**src/hdl/sfrc_pkg.sv**
```systemverilog
// Shared types, constants and the CRC byte update for the serial frame receiver.
package sfrc_pkg;

  localparam int unsigned BYTE_W   = 8;
  localparam int unsigned INDEX_W  = 9;
  localparam int unsigned CRC_W    = 16;
  localparam int unsigned CFG_IDX_W = 2;
  localparam int unsigned CFG_DATA_W = 8;

  localparam logic [CRC_W-1:0]   CRC_POLY       = 16'h1021;
  localparam logic [INDEX_W-1:0] FRAME_OVERHEAD = 9'd5;

  localparam logic [BYTE_W-1:0] MASTER_ADDR_RESET = 8'd1;
  localparam logic              CSUM_MODE_RESET   = 1'b0;

  // Configuration register indexes.
  localparam logic [CFG_IDX_W-1:0] CFG_MASTER_ADDR = 2'd0;
  localparam logic [CFG_IDX_W-1:0] CFG_CSUM_MODE   = 2'd1;

  // Request codes on the input channel.
  localparam logic REQ_BYTE  = 1'b0;
  localparam logic REQ_CLEAR = 1'b1;

  localparam logic MODE_SIMPLE = 1'b0;
  localparam logic MODE_CRC    = 1'b1;

  typedef enum logic [2:0] {
    ST_PROGRESS   = 3'd0,
    ST_OK         = 3'd1,
    ST_CSUM_ERR   = 3'd2,
    ST_OTHER_ADDR = 3'd3,
    ST_DROPPED    = 3'd4,
    ST_CLEARED    = 3'd5
  } frame_status_e;

  typedef struct packed {
    logic [BYTE_W-1:0] master_address;
    logic              checksum_mode;
  } cfg_t;

  typedef struct packed {
    logic [BYTE_W-1:0]  byte_out;
    logic [INDEX_W-1:0] byte_index;
    logic               is_payload;
    logic               frame_end;
    frame_status_e      frame_status;
  } result_t;

  // One byte through the CRC16, MSB first.
  function automatic logic [CRC_W-1:0] crc16_feed(input logic [CRC_W-1:0] crc,
                                                  input logic [BYTE_W-1:0] b);
    logic [CRC_W-1:0] c;
    c = crc ^ {b, 8'h00};
    for (int k = 0; k < BYTE_W; k++) begin
      if (c[CRC_W-1]) begin
        c = (c << 1) ^ CRC_POLY;
      end else begin
        c = c << 1;
      end
    end
    return c;
  endfunction

endpackage

```
**src/hdl/sfrc_intf.sv**
```systemverilog
// Handshake channel interfaces for the frame receiver: input words, results, configuration.
interface sfrc_in_if;
  logic                         valid;
  logic                         ready;
  logic                         req_type;
  logic [sfrc_pkg::BYTE_W-1:0]  byte_in;

  modport source (output valid, output req_type, output byte_in, input ready);
  modport sink (input valid, input req_type, input byte_in, output ready);
endinterface

interface sfrc_out_if;
  logic                         valid;
  logic                         ready;
  logic [sfrc_pkg::BYTE_W-1:0]  byte_out;
  logic [sfrc_pkg::INDEX_W-1:0] byte_index;
  logic                         is_payload;
  logic                         frame_end;
  logic [2:0]                   frame_status;

  modport source (output valid, output byte_out, output byte_index, output is_payload,
                  output frame_end, output frame_status, input ready);
  modport sink (input valid, input byte_out, input byte_index, input is_payload,
                input frame_end, input frame_status, output ready);
endinterface

interface sfrc_cfg_if;
  logic                            valid;
  logic                            ready;
  logic [sfrc_pkg::CFG_IDX_W-1:0]  index;
  logic [sfrc_pkg::CFG_DATA_W-1:0] data;

  modport source (output valid, output index, output data, input ready);
  modport sink (input valid, input index, input data, output ready);
endinterface

```
**src/hdl/sfrc_cfg_regs.sv**
```systemverilog
// Configuration registers: master address and checksum mode.
module sfrc_cfg_regs (
  input  logic                            clk_i,
  input  logic                            rst_ni,
  input  logic                            wr_valid_i,
  output logic                            wr_ready_o,
  input  logic [sfrc_pkg::CFG_IDX_W-1:0]  wr_index_i,
  input  logic [sfrc_pkg::CFG_DATA_W-1:0] wr_data_i,
  output sfrc_pkg::cfg_t                  cfg_o
);

  sfrc_pkg::cfg_t cfg_q, cfg_d;

  assign wr_ready_o = 1'b1;

  always_comb begin
    cfg_d = cfg_q;
    if (wr_valid_i) begin
      unique case (wr_index_i)
        sfrc_pkg::CFG_MASTER_ADDR: cfg_d.master_address = wr_data_i[sfrc_pkg::BYTE_W-1:0];
        sfrc_pkg::CFG_CSUM_MODE:   cfg_d.checksum_mode  = wr_data_i[0];
        default:                   cfg_d = cfg_q;
      endcase
    end
  end

  always_ff @(posedge clk_i or negedge rst_ni) begin
    if (!rst_ni) begin
      cfg_q.master_address <= sfrc_pkg::MASTER_ADDR_RESET;
      cfg_q.checksum_mode  <= sfrc_pkg::CSUM_MODE_RESET;
    end else begin
      cfg_q <= cfg_d;
    end
  end

  assign cfg_o = cfg_q;

endmodule

```
**src/hdl/sfrc_core.sv**
```systemverilog
// Frame state registers and the per-word framing, checksum and status logic.
module sfrc_core (
  input  logic                          clk_i,
  input  logic                          rst_ni,
  input  logic                          accept_i,
  input  logic                          req_type_i,
  input  logic [sfrc_pkg::BYTE_W-1:0]   byte_i,
  input  sfrc_pkg::cfg_t                cfg_i,
  output sfrc_pkg::result_t             result_o
);

  localparam int unsigned IW = sfrc_pkg::INDEX_W;
  localparam int unsigned BW = sfrc_pkg::BYTE_W;

  logic [IW-1:0]              pos_q, pos_d;
  logic [IW-1:0]              len_q, len_d;
  logic [BW-1:0]              sum_q, sum_d;
  logic [sfrc_pkg::CRC_W-1:0] crc_q, crc_d;
  logic [BW-1:0]              src_q, src_d;
  logic [BW-1:0]              dst_q, dst_d;
  logic                       hold_q, hold_d;

  logic [IW:0]   idx_inc;
  logic [IW-1:0] len_eff;
  logic [BW-1:0] src_eff, dst_eff;
  logic          last_byte, good;

  always_comb begin
    idx_inc   = {1'b0, pos_q} + 10'd1;
    len_eff   = (pos_q == 9'd1) ? len_q + {1'b0, byte_i} : len_q;
    dst_eff   = (pos_q == 9'd0) ? byte_i : dst_q;
    src_eff   = (pos_q == 9'd2) ? byte_i : src_q;
    last_byte = idx_inc >= {1'b0, len_eff};
    if (cfg_i.checksum_mode == sfrc_pkg::MODE_CRC) begin
      good = ({byte_i, src_eff} == crc_q);
    end else begin
      good = (byte_i == BW'(9'h100 - {1'b0, sum_q}));
    end
  end

  always_comb begin
    pos_d  = pos_q;
    len_d  = len_q;
    sum_d  = sum_q;
    crc_d  = crc_q;
    src_d  = src_q;
    dst_d  = dst_q;
    hold_d = hold_q;

    result_o.byte_out     = byte_i;
    result_o.byte_index   = pos_q;
    result_o.is_payload   = 1'b0;
    result_o.frame_end    = 1'b0;
    result_o.frame_status = sfrc_pkg::ST_PROGRESS;

    if (req_type_i == sfrc_pkg::REQ_CLEAR) begin
      pos_d  = '0;
      len_d  = sfrc_pkg::FRAME_OVERHEAD;
      sum_d  = '0;
      crc_d  = '0;
      src_d  = '0;
      dst_d  = '0;
      hold_d = 1'b0;
      result_o.byte_out     = '0;
      result_o.byte_index   = '0;
      result_o.frame_status = sfrc_pkg::ST_CLEARED;
    end else if (hold_q) begin
      result_o.frame_status = sfrc_pkg::ST_DROPPED;
    end else begin
      len_d = len_eff;
      src_d = src_eff;
      dst_d = dst_eff;
      result_o.is_payload = (pos_q >= 9'd4) && !last_byte;
      if (last_byte) begin
        result_o.frame_end = 1'b1;
        if (!good) begin
          result_o.frame_status = sfrc_pkg::ST_CSUM_ERR;
          hold_d = 1'b1;
          pos_d  = idx_inc[IW-1:0];
        end else if (dst_eff == cfg_i.master_address) begin
          result_o.frame_status = sfrc_pkg::ST_OK;
          hold_d = 1'b1;
          pos_d  = idx_inc[IW-1:0];
        end else begin
          // Good frame for another node: re-arm right away.
          result_o.frame_status = sfrc_pkg::ST_OTHER_ADDR;
          pos_d  = '0;
          len_d  = sfrc_pkg::FRAME_OVERHEAD;
          sum_d  = '0;
          crc_d  = '0;
          src_d  = '0;
          dst_d  = '0;
          hold_d = 1'b0;
        end
      end else begin
        sum_d = sum_q + byte_i;
        // The source byte slot carries the CRC low byte, so it stays out of the CRC.
        if (pos_q != 9'd2) begin
          crc_d = sfrc_pkg::crc16_feed(crc_q, byte_i);
        end
        pos_d = idx_inc[IW-1:0];
      end
    end
  end

  always_ff @(posedge clk_i or negedge rst_ni) begin
    if (!rst_ni) begin
      pos_q  <= '0;
      len_q  <= sfrc_pkg::FRAME_OVERHEAD;
      sum_q  <= '0;
      crc_q  <= '0;
      src_q  <= '0;
      dst_q  <= '0;
      hold_q <= 1'b0;
    end else if (accept_i) begin
      pos_q  <= pos_d;
      len_q  <= len_d;
      sum_q  <= sum_d;
      crc_q  <= crc_d;
      src_q  <= src_d;
      dst_q  <= dst_d;
      hold_q <= hold_d;
    end
  end

endmodule

```
**src/hdl/sfrc_out_buf.sv**
```systemverilog
// Result register with a skid stage so new words are taken while a result waits.
module sfrc_out_buf (
  input  logic              clk_i,
  input  logic              rst_ni,
  input  logic              in_valid_i,
  output logic              in_ready_o,
  input  sfrc_pkg::result_t in_data_i,
  output logic              out_valid_o,
  input  logic              out_ready_i,
  output sfrc_pkg::result_t out_data_o
);

  logic              out_v_q, out_v_d;
  logic              skid_v_q, skid_v_d;
  sfrc_pkg::result_t out_q, out_d;
  sfrc_pkg::result_t skid_q, skid_d;
  logic              in_fire;

  assign in_ready_o = !skid_v_q;
  assign in_fire    = in_valid_i && !skid_v_q;

  always_comb begin
    out_v_d  = out_v_q;
    skid_v_d = skid_v_q;
    out_d    = out_q;
    skid_d   = skid_q;
    if (!out_v_q || out_ready_i) begin
      if (skid_v_q) begin
        out_d    = skid_q;
        out_v_d  = 1'b1;
        skid_v_d = 1'b0;
      end else begin
        out_d   = in_data_i;
        out_v_d = in_fire;
      end
    end else if (in_fire) begin
      skid_d   = in_data_i;
      skid_v_d = 1'b1;
    end
  end

  always_ff @(posedge clk_i or negedge rst_ni) begin
    if (!rst_ni) begin
      out_v_q  <= 1'b0;
      skid_v_q <= 1'b0;
    end else begin
      out_v_q  <= out_v_d;
      skid_v_q <= skid_v_d;
    end
  end

  always_ff @(posedge clk_i) begin
    out_q  <= out_d;
    skid_q <= skid_d;
  end

  assign out_valid_o = out_v_q;
  assign out_data_o  = out_q;

endmodule

```
**src/hdl/serial_frame_receiver_checksum.sv**
```systemverilog
// A result word is registered from its input word when that word is accepted.
// Throughput: one word per cycle unless the skid stage holds a word; the framing state and the byte-wide CRC16
// update are combinational between input acceptance and the result register.
// A stalled result keeps accepting one more word into the skid stage.
// Reset (async, active low) clears the frame state, empties the result stages and
// loads master address 1 and the simple checksum mode.
module serial_frame_receiver_checksum (
  input  logic       clk_i,
  input  logic       rst_ni,
  sfrc_in_if.sink    rx_i,
  sfrc_out_if.source res_o,
  sfrc_cfg_if.sink   cfg_i
);

  sfrc_pkg::cfg_t    cfg;
  sfrc_pkg::result_t core_res;
  sfrc_pkg::result_t buf_res;
  logic              accept;

  assign accept = rx_i.valid && rx_i.ready;

  sfrc_cfg_regs u_cfg (
    .clk_i      (clk_i),
    .rst_ni     (rst_ni),
    .wr_valid_i (cfg_i.valid),
    .wr_ready_o (cfg_i.ready),
    .wr_index_i (cfg_i.index),
    .wr_data_i  (cfg_i.data),
    .cfg_o      (cfg)
  );

  sfrc_core u_core (
    .clk_i      (clk_i),
    .rst_ni     (rst_ni),
    .accept_i   (accept),
    .req_type_i (rx_i.req_type),
    .byte_i     (rx_i.byte_in),
    .cfg_i      (cfg),
    .result_o   (core_res)
  );

  sfrc_out_buf u_out (
    .clk_i       (clk_i),
    .rst_ni      (rst_ni),
    .in_valid_i  (rx_i.valid),
    .in_ready_o  (rx_i.ready),
    .in_data_i   (core_res),
    .out_valid_o (res_o.valid),
    .out_ready_i (res_o.ready),
    .out_data_o  (buf_res)
  );

  assign res_o.byte_out     = buf_res.byte_out;
  assign res_o.byte_index   = buf_res.byte_index;
  assign res_o.is_payload   = buf_res.is_payload;
  assign res_o.frame_end    = buf_res.frame_end;
  assign res_o.frame_status = buf_res.frame_status;

endmodule

```
**src/flat_wrapper.sv**
```systemverilog
// flat-port wrapper written by rule: the top's interface ports become plain ports
module serial_frame_receiver_checksum_flat 
  (clk_i, rst_ni, rx_i_valid, rx_i_req_type, rx_i_byte_in, rx_i_ready, res_o_valid, res_o_byte_out, res_o_byte_index, res_o_is_payload, res_o_frame_end, res_o_frame_status, res_o_ready, cfg_i_valid, cfg_i_index, cfg_i_data, cfg_i_ready);
  sfrc_in_if rx_i_i ();
  sfrc_out_if res_o_i ();
  sfrc_cfg_if cfg_i_i ();
  input  logic clk_i;
  input  logic rst_ni;
  input wire logic [$bits(rx_i_i.valid)-1:0] rx_i_valid;
  input wire logic [$bits(rx_i_i.req_type)-1:0] rx_i_req_type;
  input wire logic [$bits(rx_i_i.byte_in)-1:0] rx_i_byte_in;
  output wire logic [$bits(rx_i_i.ready)-1:0] rx_i_ready;
  output wire logic [$bits(res_o_i.valid)-1:0] res_o_valid;
  output wire logic [$bits(res_o_i.byte_out)-1:0] res_o_byte_out;
  output wire logic [$bits(res_o_i.byte_index)-1:0] res_o_byte_index;
  output wire logic [$bits(res_o_i.is_payload)-1:0] res_o_is_payload;
  output wire logic [$bits(res_o_i.frame_end)-1:0] res_o_frame_end;
  output wire logic [$bits(res_o_i.frame_status)-1:0] res_o_frame_status;
  input wire logic [$bits(res_o_i.ready)-1:0] res_o_ready;
  input wire logic [$bits(cfg_i_i.valid)-1:0] cfg_i_valid;
  input wire logic [$bits(cfg_i_i.index)-1:0] cfg_i_index;
  input wire logic [$bits(cfg_i_i.data)-1:0] cfg_i_data;
  output wire logic [$bits(cfg_i_i.ready)-1:0] cfg_i_ready;
  assign rx_i_i.valid = rx_i_valid;
  assign rx_i_i.req_type = rx_i_req_type;
  assign rx_i_i.byte_in = rx_i_byte_in;
  assign rx_i_ready = rx_i_i.ready;
  assign res_o_valid = res_o_i.valid;
  assign res_o_byte_out = res_o_i.byte_out;
  assign res_o_byte_index = res_o_i.byte_index;
  assign res_o_is_payload = res_o_i.is_payload;
  assign res_o_frame_end = res_o_i.frame_end;
  assign res_o_frame_status = res_o_i.frame_status;
  assign res_o_i.ready = res_o_ready;
  assign cfg_i_i.valid = cfg_i_valid;
  assign cfg_i_i.index = cfg_i_index;
  assign cfg_i_i.data = cfg_i_data;
  assign cfg_i_ready = cfg_i_i.ready;
  serial_frame_receiver_checksum u_core (.clk_i(clk_i), .rst_ni(rst_ni), .rx_i(rx_i_i), .res_o(res_o_i), .cfg_i(cfg_i_i));
endmodule
```
**config.mk**
```make
export PLATFORM = sky130hd
export DESIGN_NAME = serial_frame_receiver_checksum_flat
export DESIGN_NICKNAME = d
export VERILOG_FILES = /design/src/hdl/sfrc_pkg.sv /design/src/hdl/sfrc_intf.sv /design/src/hdl/sfrc_cfg_regs.sv /design/src/hdl/sfrc_core.sv /design/src/hdl/sfrc_out_buf.sv /design/src/hdl/serial_frame_receiver_checksum.sv /design/src/flat_wrapper.sv
export SDC_FILE = /design/constraint.sdc
export NUM_CORES = 1
export LEC_CHECK = 0
export BUFFER_PORTS_ARGS = -buffer_cell sky130_fd_sc_hd__buf_2
export CAP_MARGIN = 20
export CORE_AREA = 2 2 183 131
export CTS_CLUSTER_SIZE = 12
export DETAILED_ROUTE_END_ITERATION = 16
export DIE_AREA = 0 0 185 133
export GPL_TIMING_DRIVEN = 0
export PLACE_DENSITY = 0.54
export SLEW_MARGIN = 40
export SYNTH_ARGS = -nofsm -noshare
export SYNTH_HDL_FRONTEND = slang
export SYNTH_SLANG_ARGS = --single-unit
```
**constraint.sdc**
```tcl
create_clock -name clk_i -period 4.95 [get_ports clk_i]
set_input_delay 0.99 -clock clk_i [delete_from_list [all_inputs] [get_ports clk_i]]
set_output_delay 0.99 -clock clk_i [all_outputs]
set_load 0.01 [all_outputs]
```
# Yosys cells after proc, flatten, opt, wreduce, memory -nomap -nowiden
# Index checks and enable logic that the tools add are counted.
# totals
ff_bits	114
latch_bits	0
mem_bits_rw	0
mem_bits_ro	0
inputBits	24
elab_cells	151
memories	0
# op_classes
n_addsub	4
mul	0
div_mod_pow	0
magnitude_cmp	2
n_eq_ne	10
n_shift	0
n_mux	88
bitwise_logic	10
n_reduce_logical	16
# ops
operator	count
$mux W16	34
$mux W8	17
$mux W13	8
$mux W9	11
$not A3 Y3	8
$mux W22	1
$mux W17	1
$eq A16 B16 Y1	1
$eq A8 B8 Y1	2
$xor A16 B16 Y16	1
$add A9 B1 Y10 const B	1
$ge A10 B9 Y1	1
$add A9 B8 Y9	1
$eq A9 B1 Y1 const B	1
$eq A9 B2 Y1 const B	1
$ge A9 B3 Y1 const B	1
$logic_not A9 Y1	1
$mux W1	9
$ne A9 B2 Y1 const B	1
$add A8 B8 Y8	1
$mux W2	4
$reduce_and A2 Y1	4
$sub A1 B8 Y8 const A	1
$mux W3	2
other kinds (14)	17

# Logic depth before layout (Yosys ltp)
# Gate-level depths: netlist of the first run.
# logic_depth
ltp_word	49
ltp_mapped	18
depth_no_buf	17

# Hierarchy
# From an unflattened synthesis of the first run, not the netlist that was laid out.
# unflattened
cells_unflattened	624
area_unflattened_um2	6752.7
# by_module_without_submodules
module	n_inst	cells_each	area_each_um2	seq_area_each_um2
sfrc_core	1	524	4623.2	1478.9
sfrc_out_buf	1	77	1757.9	1371.3
sfrc_cfg_regs	1	22	365.4	226.5
serial_frame_receiver_checksum	1	1	6.3	0.0

# Worst setup path before layout of the first run
# OpenSTA, ideal clock, no wires.
# synth_path
path_type	input to register
from	input port rx_i_byte_in[0]
to	register u_core.u_core.dst_q[0]
setup_time_ns	0.068
t_arrival_ns	4.989
t_required_ns	4.882
slack_ns	-0.108
cell_stages	16
n_path_buf	0
cell_sequence	ha_1 -> fa_1 -> a21oi_1 -> nor2_1 -> o31ai_1 -> a21bo_2 -> nand4_1 -> a21boi_0 -> ha_1 -> a21o_1 -> a21oi_1 -> nor2b_1 -> a2111oi_0 -> a211oi_4 -> nor3_1 -> a22o_1
# synth_between
elab_chain_cells	7
# synth_rtl
element	line_no	text
start, declared	flat_wrapper.sv:11	input wire logic [$bits(rx_i_i.byte_in)-1:0] rx_i_byte_in;
branches (longest 4 deep; another with $ge A10 B9 Y1)	--	
$mux W8 *	sfrc_core.sv:74	if (last_byte) begin
$mux W8 *	sfrc_core.sv:67	end else if (hold_q) begin
$mux W8 *	sfrc_core.sv:56	if (req_type_i == sfrc_pkg::REQ_CLEAR) begin
end signal, assigned	sfrc_core.sv:121	dst_q <= dst_d;
end, declared	sfrc_core.sv:20	logic [BW-1:0] dst_q, dst_d;
# Mark *: on every way between the ends. The select of a mux whose other input is x is not followed.
# A chain may end at the register's enable or synchronous reset.

# Final worst setup path of the first run
# layout_path
from	input port rx_i_byte_in[0]
to	register u_core.u_core.pos_q[7]
# layout_between
elab_chain_cells	7
# layout_rtl
element	line_no	text
branches (longest 4 deep; another with $ge A10 B9 Y1)	--	
$mux W9 *	sfrc_core.sv:74	
$mux W9 *	sfrc_core.sv:67	
$mux W9 *	sfrc_core.sv:56	
end signal, assigned	sfrc_core.sv:116	pos_q <= pos_d;
end, declared	sfrc_core.sv:15	logic [IW-1:0] pos_q, pos_d;
# Marks and branches as above.

==> metrics, run 1 <==
htree depth 4; sw frac 36.82%; fraction of layout cells with a size suffix above 1 20.71%; final setup fails 0; R2R Path Start u_core.u_core.pos_q[7]; Port Buf Inserts 46; Area growth, synth to finish 21.10%; Placed Instances 956; via count 4750; Clock Tree Buf Depth 2; RePlAce Congestion 0.7771; internal power 2.667 mW; total wire length 16.72 mm; Num Clock Sinks 114; clock latency on the worst-skew pair 420 ps; Tcrit/Tclk final 96.13%; CTS clock-pin slew for the worst setup and hold paths 60 ps; Post-Syn Area 6516 sq um; # rows 47; GRT Util Overall 14.31%; worst path bufs/invs 3; FMAX 0.2102 GHz; skew final 22.57 ps; Post-DRT Antenna Nets 0; Final Net Count 718; post-synth net total 645; CP max stage cell fa_1; commonest cells after routing, fill and taps aside 67 x dfrtp_1, 46 x buf_2, 44 x edfxtp_1; hold_buf cts 0; Worst Path Required 5250 ps; crit path kind in -> reg; share of power burned in combinational logic 37.9%; Clk pwr share 29.0%; Post-Layout Inst Area 7891 sq um; vias per cell 4.779; CP Max Fanout 6; max-slew violation count 0; Avg Cell Area, Syn 11.04 sq um; PwrDens 535.0 nW/um^2; top post-synthesis cells by area dfrtp_1 26%, edfxtp_1 20%, ha_1 5.6%; WL/cell 16.82 um; cell taking the most area after synthesis dfrtp_1; first-pass GRT wire length 26.74 mm; Setup crit start kind primary input; CTS root buffer clkbuf_16; Sw Pwr 1.555 mW; arrival time at the worst endpoint 5060 ps; Tmin final 4758 ps; initial DRC count 380; unique cell type count in the Yosys netlist 72; Synth Warn # 0; Hold Path Class in -> async; vias in the first global route 4449; Final Hold Vio Count 0; Async SR Flop Fraction 61.40%; worst slew pin tran 827.0 ps; Crit. End Element flop; sequential fraction of design power 33.2%; TritonCTS Buffers 17; Top FF cell, synth dfrtp_1; Seq cells post-synth 114; core area 23050 sq um; DRC viols 0; Reg area 3077 sq um; run status finished, final reports clean; Rel. slew slack 44.49%; dpl cell area 7237 sq um; multi-input logic area 3283 sq um; Fillers 2362; commonest non-fill, non-tap cell in the layout dfrtp_1; Core Util, Final 34.23%; IO Pins 49; top cell type's share of synthesized area 25.73%; # Max-Cap Violations 0; largest net degree at the start of global routing 50; post-synthesis sequential area ratio 47.22%; number of diodes 0; leakage power 3.300 nW; number of antenna violations at the first check in global routing 0; CP Launch Point rx_i_byte_in[0]; Mapped Cells 590; post-DP HPWL 12.06 mm; Congestion Overflow GR 0; worst-path cell chain buf_2, ha_1, fa_1, a21oi_1, nor2_1, o31ai_1, a21bo_2, nand4_1, a21boi_1, ha_1, a21o_1, a21oi_1, nor2b_1, a2111o_1, o211ai_1, buf_4, buf_4, a31o_2, a22o_1; cell family with most CP delay compound AO/OA/AOI/OAI gates; CTS tree yes; number of iterations in the first detailed-routing pass 5; Die X-Extent 185 um; Post-synth EDFFs 44; Starting Density 28.27%; die height 133 um; maximum vdd ir drop 0.0002806 V; die area 24610 sq um; Cell Count, Final, Fillers Out 994; crit-path max cell delay 430 ps
[layout make-up]
cell class	count	share of cell area, %
Buffer	24	1.427
Clock buffer	18	5.438
Clock inverter	14	1.950
Inverter	27	1.284
Multi-Input combinational cell	425	41.60
Sequential cell	114	38.99
Tap cell	318	5.042
Timing Repair Buffer	54	4.265
[kinds of logic after synthesis]
kind of cell	after synthesis	synth area share (%)
AO/OA/AOI/OAI	145	17.30
XOR/XNOR	68	9.140
adder cells (fa/ha/maj)	31	6.183
buffers and inverters	51	3.245
flip-flops	114	47.22
multiplexers	28	4.724
other	1	0.05755
AND/OR/NAND/NOR	152	12.14
[power by group through the flow]
| stage | registers, mW | logic, mW | clock network (mW) |
|---|---|---|---|
| 2_1_floorplan | 1.37 | 1.18 | 0 |
| 3_3_place_gp | 1.41 | 1.51 | 0 |
| 4_1_cts | 1.40 | 1.58 | 1.25 |
| 3_5_place_dp | 1.41 | 1.54 | 0 |
| 5_1_grt | 1.43 | 1.79 | 1.29 |
| 6_report | 1.40 | 1.60 | 1.22 |
[sequential cells by signal, summed over array words and instances, names as in the netlist]
signal                    count
u_core.u_out.skid_q          22
u_core.u_core.crc_q          16
u_core.u_out.out_valid_o      1
u_core.u_out.out_data_o      22
u_core.u_core.dst_q           8
u_core.u_core.hold_q          1
u_core.u_cfg.cfg_o            9
u_core.u_core.src_q           8
u_core.u_core.pos_q           9
u_core.u_core.len_q           9
u_core.u_out.skid_v_q         1
u_core.u_core.sum_q           8
[cell usage after synthesis, drive strengths merged (7+ instances only)]
library cell  instances
a31o                  7
mux2                 22
a21oi                17
ha                   29
nand2                43
dfrtp                67
a22o                 36
nor3                 12
clkbuf               19
nand2b                7
nor2b                14
xnor2                37
inv                  26
xor2                 31
nand3                 9
o31ai                 9
nor2                 36
edfxtp               44
o21ai                21
[per-stage QoR]
step / total power [mW] / setup slack, ps / TNS, ps / hold slack [ps]
after floorplan: 2.550 / 143.5 / 0 / 470.4
after global placement: 2.922 / -1080 / -40240 / 491.8
after CTS: 4.219 / 0.3104 / 0 / 413.6
after detailed placement: 2.954 / -381.1 / -14640 / 496.1
after global routing: 4.511 / -4.441 / -4.441 / 424.8
final: 4.222 / 191.5 / 0 / 419.9
[path summary, 6_finish.rpt]
| path | to | slack (ps) | cells after the start |
|---|---|---|---|
| setup reg to reg | u_core.u_core.sum_q[7] | 330 | 15 |
| min in group clk_i | u_core.u_core.src_q[1] | 510 | 1 |
| setup / recovery | u_core.u_core.pos_q[7] | 190 | 19 |
| hold reg to reg | u_core.u_core.src_q[1] | 510 | 1 |
| hold / removal | u_core.u_core.len_q[3] | 420 | 1 |
| max in group asynchronous | u_core.u_cfg.cfg_o[1] | 3950 | 2 |
[routing by layer]
| layer | vias to the layer above | GRT usage (%) | wire (um) |
|---|---|---|---|
| met5 | - | 0 | 0 |
| met4 | 0 | 3.307 | 116 |
| met3 | 14 | 2.808 | 907 |
| met2 | 119 | 17.56 | 6334 |
| met1 | 2288 | 24.43 | 9358 |
| li1 | 2329 | - | - |
[what timing repair did]
action                     CTS  global route
setup endpoints to repair   16            50
pin swaps                    0             3
resized for setup            3             6
buffers inserted             0             6
No activity file was read; power rests on OpenSTA's default activity.
==> inputs of run 2 (changes only) <==
--- a/config.mk
+++ b/config.mk
@@ -5,12 +5,13 @@
 export SDC_FILE = /design/constraint.sdc
 export NUM_CORES = 1
 export LEC_CHECK = 0
+export ABC_AREA = 1
 export BUFFER_PORTS_ARGS = -buffer_cell sky130_fd_sc_hd__buf_2
 export CAP_MARGIN = 20
-export CORE_AREA = 2 2 183 131
+export CORE_AREA = 2 2 190 136
 export CTS_CLUSTER_SIZE = 12
 export DETAILED_ROUTE_END_ITERATION = 16
-export DIE_AREA = 0 0 185 133
+export DIE_AREA = 0 0 192 138
 export GPL_TIMING_DRIVEN = 0
 export PLACE_DENSITY = 0.54
 export SLEW_MARGIN = 40
==> run 2 against run 1 <==
- sequential share of layout area fell by 1.8 points
- fmax rose by 12%
- first-iteration DRC count rose by 23%
- total power rose by 3.1%
- global-route usage rose by 1.1 points
- register-to-register slack improved by 530 ps
- sequential power fell by 4%
- worst setup slack improved by 500 ps
==> metrics, run 2 <==
Port Buf Inserts 47 (was 46); via count 5682 (was 4750); Post-DRT Antenna Nets 0 (unchanged); worst slew pin tran 660.2 ps (was 827.0 ps); leakage power 3.920 nW (was 3.300 nW); Clk pwr share 26.3% (was 29.0%); Reg area 3077 sq um (unchanged); sequential fraction of design power 31.1% (was 33.2%); crit-path max cell delay 440 ps (was 430 ps); internal power 2.569 mW (was 2.667 mW); htree depth 4 (unchanged); clock latency on the worst-skew pair 420 ps (about the same); Fillers 2663 (was 2362); GRT Util Overall 15.39% (was 14.31%); post-cts resize count 0 (was 3); Starting Density 28.09% (was 28.27%); post-synth net total 895 (was 645); share of power burned in combinational logic 42.6% (was 37.9%); crit path kind in -> reg (unchanged); Setup TNS Final 0 ps (unchanged); Die X-Extent 192 um (was 185 um); Avg Cell Area, Syn 8.364 sq um (was 11.04 sq um); Rel. slew slack 55.83% (was 44.49%); vias per cell 4.538 (was 4.779); initial DRC count 468 (was 380); Seq cells post-synth 114 (unchanged); Crit. End Element flop (unchanged); Post-synth EDFFs 44 (unchanged); final setup fails 0 (unchanged); synth cell count leaders 251 x nand2_1, 79 x nor2_1, 72 x inv_1 (was 67 x dfrtp_1, 44 x edfxtp_1, 42 x nand2_1); Num Clock Sinks 114 (unchanged); CTS clock-pin slew for the worst setup and hold paths 60 ps (about the same); Clock Tree Buf Depth 2 (unchanged); maximum vdd ir drop 0.0003147 V (was 0.0002806 V); core area 25010 sq um (was 23050 sq um); Async SR Flop Fraction 61.40% (unchanged); PwrDens 526.4 nW/um^2 (was 535.0 nW/um^2); CTS tree yes (unchanged); RePlAce Congestion 0.8312 (was 0.7771); Pwr Total 4.351 mW (was 4.222 mW); Tmin final 4260 ps (was 4758 ps); commonest non-fill, non-tap cell in the layout nand2_1 (was dfrtp_1); die height 138 um (was 133 um); FMAX 0.2347 GHz (was 0.2102 GHz); fraction of layout cells with a size suffix above 1 17.26% (was 20.71%); total wire length 19.27 mm (was 16.72 mm); Synth Warn # 0 (unchanged); Crit. path cell count 23 (was 19); DRC viols 0 (unchanged); hold_buf cts 0 (unchanged); number of diodes 0 (unchanged); Mapped Cells 840 (was 590); # Max-Cap Violations 0 (unchanged); IO Pins 49 (unchanged); max-slew violation count 0 (unchanged); post-synthesis sequential area ratio 43.79% (was 47.22%); TritonCTS Buffers 17 (unchanged); first-pass GRT wire length 31.08 mm (was 26.74 mm); number of iterations in the first detailed-routing pass 5 (unchanged); sw frac 40.94% (was 36.82%); commonest cells after routing, fill and taps aside 250 x nand2_1, 78 x nor2_1, 72 x inv_1 (was 67 x dfrtp_1, 46 x buf_2, 44 x edfxtp_1); top cell type's share of synthesized area 23.86% (was 25.73%); unrepaired setup endpoints after global routing false; post-CTS setup buffers 0 (unchanged); Area growth, synth to finish 17.65% (was 21.10%); top post-synthesis cells by area dfrtp_1 24%, edfxtp_1 19%, nand2_1 13% (was dfrtp_1 26%, edfxtp_1 20%, ha_1 5.6%); cell family with most CP delay simple AND/OR/NAND/NOR gates (was compound AO/OA/AOI/OAI gates); Final Hold Vio Count 0 (unchanged); # rows 49 (was 47); die area 26500 sq um (was 24610 sq um); Sw Pwr 1.781 mW (was 1.555 mW); Post-Syn Area 7025 sq um (was 6516 sq um); arrival time at the worst endpoint 4620 ps (was 5060 ps); most frequent cell after synthesis nand2_1 (was dfrtp_1); cell taking the most area after synthesis dfrtp_1 (unchanged); r2r worst-path depth 21 (was 15); worst-path cell chain buf_2, ha_1, fa_1, nand2_1, nand2_1, a21oi_1, xor2_1, nand2_1, o21ai_0, ha_1, nand2_1, o21a_1, nand2_1, nand2_1, nand2_1, nand2_1, nand2_2, inv_1, nand4_2, nand4_4, buf_6, nand2_1, nand2_1 (was buf_2, ha_1, fa_1, a21oi_1, nor2_1, o31ai_1, a21bo_2, nand4_1, a21boi_1, ha_1, a21o_1, a21oi_1, nor2b_1, a2111o_1, o211ai_1, buf_4, buf_4, a31o_2, a22o_1); multi-input logic area 3503 sq um (was 3283 sq um); Congestion Overflow GR 0 (unchanged); Setup crit start kind primary input (unchanged); vias in the first global route 5480 (was 4449); Final Net Count 963 (was 718); Tcrit/Tclk final 86.07% (was 96.13%); CP max stage cell fa_1 (unchanged); Hold Path Class in -> async (unchanged); WL/cell 15.39 um (was 16.82 um); Worst Path Required 5310 ps (was 5250 ps); post-DP HPWL 14.13 mm (was 12.06 mm); number of antenna violations at the first check in global routing 0 (unchanged); Top FF cell, synth dfrtp_1 (unchanged); worst path bufs/invs 3 (unchanged); critical path's most frequent cell nand2_1; skew final 9.364 ps (was 22.57 ps); CTS root buffer clkbuf_16 (unchanged); CP Max Fanout 10 (was 6); unique cell type count in the Yosys netlist 49 (was 72); Hold WS 419.6 ps (was 419.9 ps); run status finished, final reports clean (unchanged); largest net degree at the start of global routing 46 (was 50)
-- run 2: cell count changes in the layout (fill, tap and decap cells not counted), sizes merged, moves of 14 or more --
cell / before / now
o21ai: 21 / 36
xnor2: 37 / 20
inv: 31 / 80
nor2b: 14 / 0
nor2: 36 / 90
nand2: 43 / 272
nand4: 4 / 28
mux2: 22 / 6
nand3: 9 / 63
a22o: 36 / 0
-- run 2: final timing paths --
| kind | startpoint | to | slack, ps |
|---|---|---|---|
| max in group asynchronous | rst_ni | u_core.u_cfg.cfg_o[1] | 3920 |
| min in group clk_i | u_core.u_core.dst_q[4] | u_core.u_core.dst_q[4] | 480 |
| max | rx_i_byte_in[0] | u_core.u_core.crc_q[13] | 690 |
| min reg2reg | u_core.u_core.dst_q[4] | u_core.u_core.dst_q[4] | 480 |
| min | rst_ni | u_core.u_out.out_valid_o | 420 |
| max reg2reg | u_core.u_core.pos_q[7] | u_core.u_core.crc_q[13] | 860 |
-- run 2: per-stage QoR --
stage	setup WS (ps)	cells	cell area (sq um)	util [%]
2_1_floorplan	1107	840	7025	-
6_report	689.6	1252	8265	33.04
5_1_grt	379.5	1252	8265	33.04
4_1_cts	731.2	1252	8265	33.04
3_5_place_dp	308.1	1220	7734	30.92
3_3_place_gp	308.2	1218	7675	30.68
-- run 2: cell type report --
| class | count | share of cell area [%] |
|---|---|---|
| Buffer | 23 | 1.786 |
| Tap cell | 331 | 5.011 |
| Timing Repair Buffer | 49 | 3.436 |
| Clock buffer | 21 | 5.328 |
| Multi-Input combinational cell | 621 | 42.39 |
| Sequential cell | 114 | 37.22 |
| Inverter | 82 | 3.724 |
| Clock inverter | 11 | 1.105 |
-- run 2: logic make-up (layout without fill, tap and decap cells) --
group           count (synthesis)  after routing  share of synthesized area, %
compound gates                 69             69                         6.340
other cells                     1              1                       0.05338
flops                         114            114                         43.79
xor+xnor                       50             50                         6.233
simple gates                  462            462                         30.12
fa+ha+maj                      31             31                         5.735
buf+inv                       105            186                         6.483
mux                             8              8                         1.247
-- run 2: per-layer routing --
| metal | share of wire (%) | routed length (um) | vias to the layer above | global-route usage [%] |
|---|---|---|---|---|
| li1 | - | - | 2881 | - |
| met1 | 53 | 10190 | 2654 | 23.60 |
| met2 | 40 | 7702 | 134 | 21.07 |
| met3 | 6.2 | 1188 | 13 | 4.189 |
| met4 | 0.99 | 191 | 0 | 3.897 |
| met5 | 0 | 0 | - | 0 |
-- run 2: power groups by stage --
| stage | clock (mW) | combinational [mW] | sequential, mW |
|---|---|---|---|
| 2_1_floorplan | 0 | 1.44 | 1.32 |
| 3_5_place_dp | 0 | 1.84 | 1.36 |
| 6_report | 1.14 | 1.85 | 1.35 |
| 4_1_cts | 1.17 | 1.86 | 1.35 |
| 5_1_grt | 1.21 | 2.13 | 1.38 |
| 3_3_place_gp | 0 | 1.82 | 1.36 |
==> inputs of run 3 (changes only) <==
--- a/config.mk
+++ b/config.mk
@@ -8,12 +8,14 @@
 export ABC_AREA = 1
 export BUFFER_PORTS_ARGS = -buffer_cell sky130_fd_sc_hd__buf_2
 export CAP_MARGIN = 20
+export CELL_PAD_IN_SITES_DETAIL_PLACEMENT = 2
+export CELL_PAD_IN_SITES_GLOBAL_PLACEMENT = 2
 export CORE_AREA = 2 2 190 136
 export CTS_CLUSTER_SIZE = 12
 export DETAILED_ROUTE_END_ITERATION = 16
 export DIE_AREA = 0 0 192 138
 export GPL_TIMING_DRIVEN = 0
-export PLACE_DENSITY = 0.54
+export PLACE_DENSITY = 0.74
 export SLEW_MARGIN = 40
 export SYNTH_ARGS = -nofsm -noshare
 export SYNTH_HDL_FRONTEND = slang
==> run 3 against run 2 <==
- worst setup slack got worse by 180 ps
- highest routed layer unchanged
- flip-flop and latch count did not move
- routed wire length rose by 24%
- largest cell class unchanged
- sequential power barely moved
==> metrics, run 3 (same netlist as run 2, synthesis figures left out) <==
post-CTS setup buffers 0 (unchanged); crit path kind in -> reg (unchanged); PwrDens 544.9 nW/um^2 (was 526.4 nW/um^2); vias in the first global route 6505 (was 5480); die area 26500 sq um (unchanged); Setup TNS Final 0 ps (unchanged); met1 WL 12.04 mm (was 10.19 mm); post-cts resize count 0 (unchanged); WL/cell 19.04 um (was 15.39 um); CTS tree yes (unchanged); worst slew pin tran 783.2 ps (was 660.2 ps); htree depth 4 (unchanged); Hold Path Class in -> async (unchanged); Worst Path Required 5310 ps (about the same); hold_buf cts 0 (unchanged); CTS root buffer clkbuf_16 (unchanged); met2 routed WL 10.57 mm (was 7.702 mm); Area growth, synth to finish 17.85% (was 17.65%); TritonCTS Buffers 17 (unchanged); die height 138 um (unchanged); skew final 9.319 ps (was 9.364 ps); Post-DRT Antenna Nets 0 (unchanged); fraction of layout cells with a size suffix above 1 17.48% (was 17.26%); metal3 WL 978 um (was 1.188 mm); Final Net Count 963 (unchanged); final setup fails 0 (unchanged); run status finished, final reports clean (unchanged); FMAX 0.2254 GHz (was 0.2347 GHz); RePlAce Congestion 0.8025 (was 0.8312); Clock Tree Buf Depth 2 (unchanged); commonest non-fill, non-tap cell in the layout nand2_1 (unchanged); # rows 49 (unchanged); Tmin final 4436 ps (was 4260 ps); unrepaired setup endpoints after global routing false (unchanged); Setup crit start kind primary input (unchanged); Port Buf Inserts 47 (unchanged); DRC viols 0 (unchanged); number of antenna violations at the first check in global routing 0 (unchanged); Num Clock Sinks 114 (unchanged); initial DRC count 280 (was 468); Final Hold Vio Count 0 (unchanged); number of diodes 0 (unchanged); maximum vdd ir drop 0.0002655 V (was 0.0003147 V); largest net degree at the start of global routing 44 (was 46); CP Max Fanout 10 (unchanged); max layer used met4 (unchanged); via count 5980 (was 5682); Crit. End Element flop (unchanged); clock latency on the worst-skew pair 430 ps (was 420 ps); max-slew violation count 0 (unchanged); Die X-Extent 192 um (unchanged); Tcrit/Tclk final 89.62% (was 86.07%); core area 25010 sq um (unchanged); Placed Instances 1220 (unchanged); pre-CTS WS 42.17 ps (was 308.1 ps); commonest cells after routing, fill and taps aside 250 x nand2_1, 78 x nor2_1, 72 x inv_1 (unchanged); final worst setup slack 513.6 ps (was 689.6 ps); CTS clock-pin slew for the worst setup and hold paths 60 ps (about the same); Cell Count, Final, Fillers Out 1252 (unchanged); IO Pins 49 (unchanged); Congestion Overflow GR 0 (unchanged); # Max-Cap Violations 0 (unchanged); first-pass GRT wire length 37.76 mm (was 31.08 mm); vias per cell 4.776 (was 4.538); total wire length 23.83 mm (was 19.27 mm); post-DP HPWL 18.01 mm (was 14.13 mm); number of iterations in the first detailed-routing pass 4 (was 5); Starting Density 28.09% (unchanged); GRT Util Overall 18.96% (was 15.39%); leakage power 3.916 nW (was 3.920 nW); Rel. slew slack 47.59% (was 55.83%); arrival time at the worst endpoint 4800 ps (was 4620 ps)
==> run 3: changes by cell type in the layout (fill, tap and decap cells not counted) <==
| cell | before | now |
|---|---|---|
| clkinvlp_4 | 2 | 5 |
| clkbuf_1 | 17 | 15 |
| clkinv_2 | 5 | 3 |
| inv_6 | 0 | 2 |
| clkinv_4 | 2 | 1 |
==> run 3: final cells by class <==
| class | instances | area, sq um |
|---|---|---|
| Buffer | 23 | 147.6 |
| Clock buffer | 19 | 432.9 |
| Clock inverter | 13 | 112.6 |
| Fill cell | 2894 | 16730 |
| Inverter | 82 | 307.8 |
| Multi-Input combinational cell | 621 | 3503 |
| Sequential cell | 114 | 3077 |
| Tap cell | 331 | 414.1 |
| Timing Repair Buffer | 49 | 284.0 |
==> run 3: critical path: stages <==
cell and delay [ps]:
buf_2 180, ha_1 280, fa_1 450, nand2_1 90, nand2_1 50, a21oi_1 280
o21ai_0 130, a21oi_1 180, xor2_1 90, mux2i_1 230, ha_1 280, nand2_1 60
inv_1 40, nand2_1 50, nand2_1 70, nand2_1 170, nand2_2 110, inv_1 220
nand4_2 290, nand4_4 260, buf_6 170, nand2_1 70, nand2_1 60
==> run 3: per-stage QoR <==
stage	total power, mW	instance area [sq um]	utilization [%]	hold slack [ps]
global route	4.882	8279	33.10	467.1
CTS	4.565	8279	33.10	459.8
global placement	3.233	7675	30.68	462.7
floorplan	2.758	7025	-	449.4
detailed placement	3.350	7734	30.92	466.7
finish	4.511	8279	33.10	464.9
==> run 3: final timing paths <==
path / from / end / slack, ps / cells past startpoint
min in group clk_i: u_core.u_core.dst_q[1] / u_core.u_core.dst_q[1] / 480 / 2
max in group asynchronous: rst_ni / u_core.u_cfg.cfg_o[1] / 3850 / 2
worst min register to register: u_core.u_core.dst_q[1] / u_core.u_core.dst_q[1] / 480 / 2
worst max-delay path: rx_i_byte_in[0] / u_core.u_core.crc_q[9] / 510 / 23
worst min-delay path: rst_ni / u_core.u_out.out_valid_o / 460 / 1
worst max register to register: u_core.u_core.pos_q[5] / u_core.u_core.crc_q[9] / 640 / 22
==> run 3: metal layers <==
metal	vias to the layer above	global-route usage [%]
li1	2877	-
met1	3010	28.05
met2	73	28.23
met3	20	3.707
met4	0	4.821
met5	-	0
==> run 3: report_power, final <==
group / internal (mW) / switching (mW) / total (mW)
clock network: 0.687 / 0.490 / 1.18
registers: 1.18 / 0.168 / 1.35
logic: 0.709 / 1.27 / 1.98
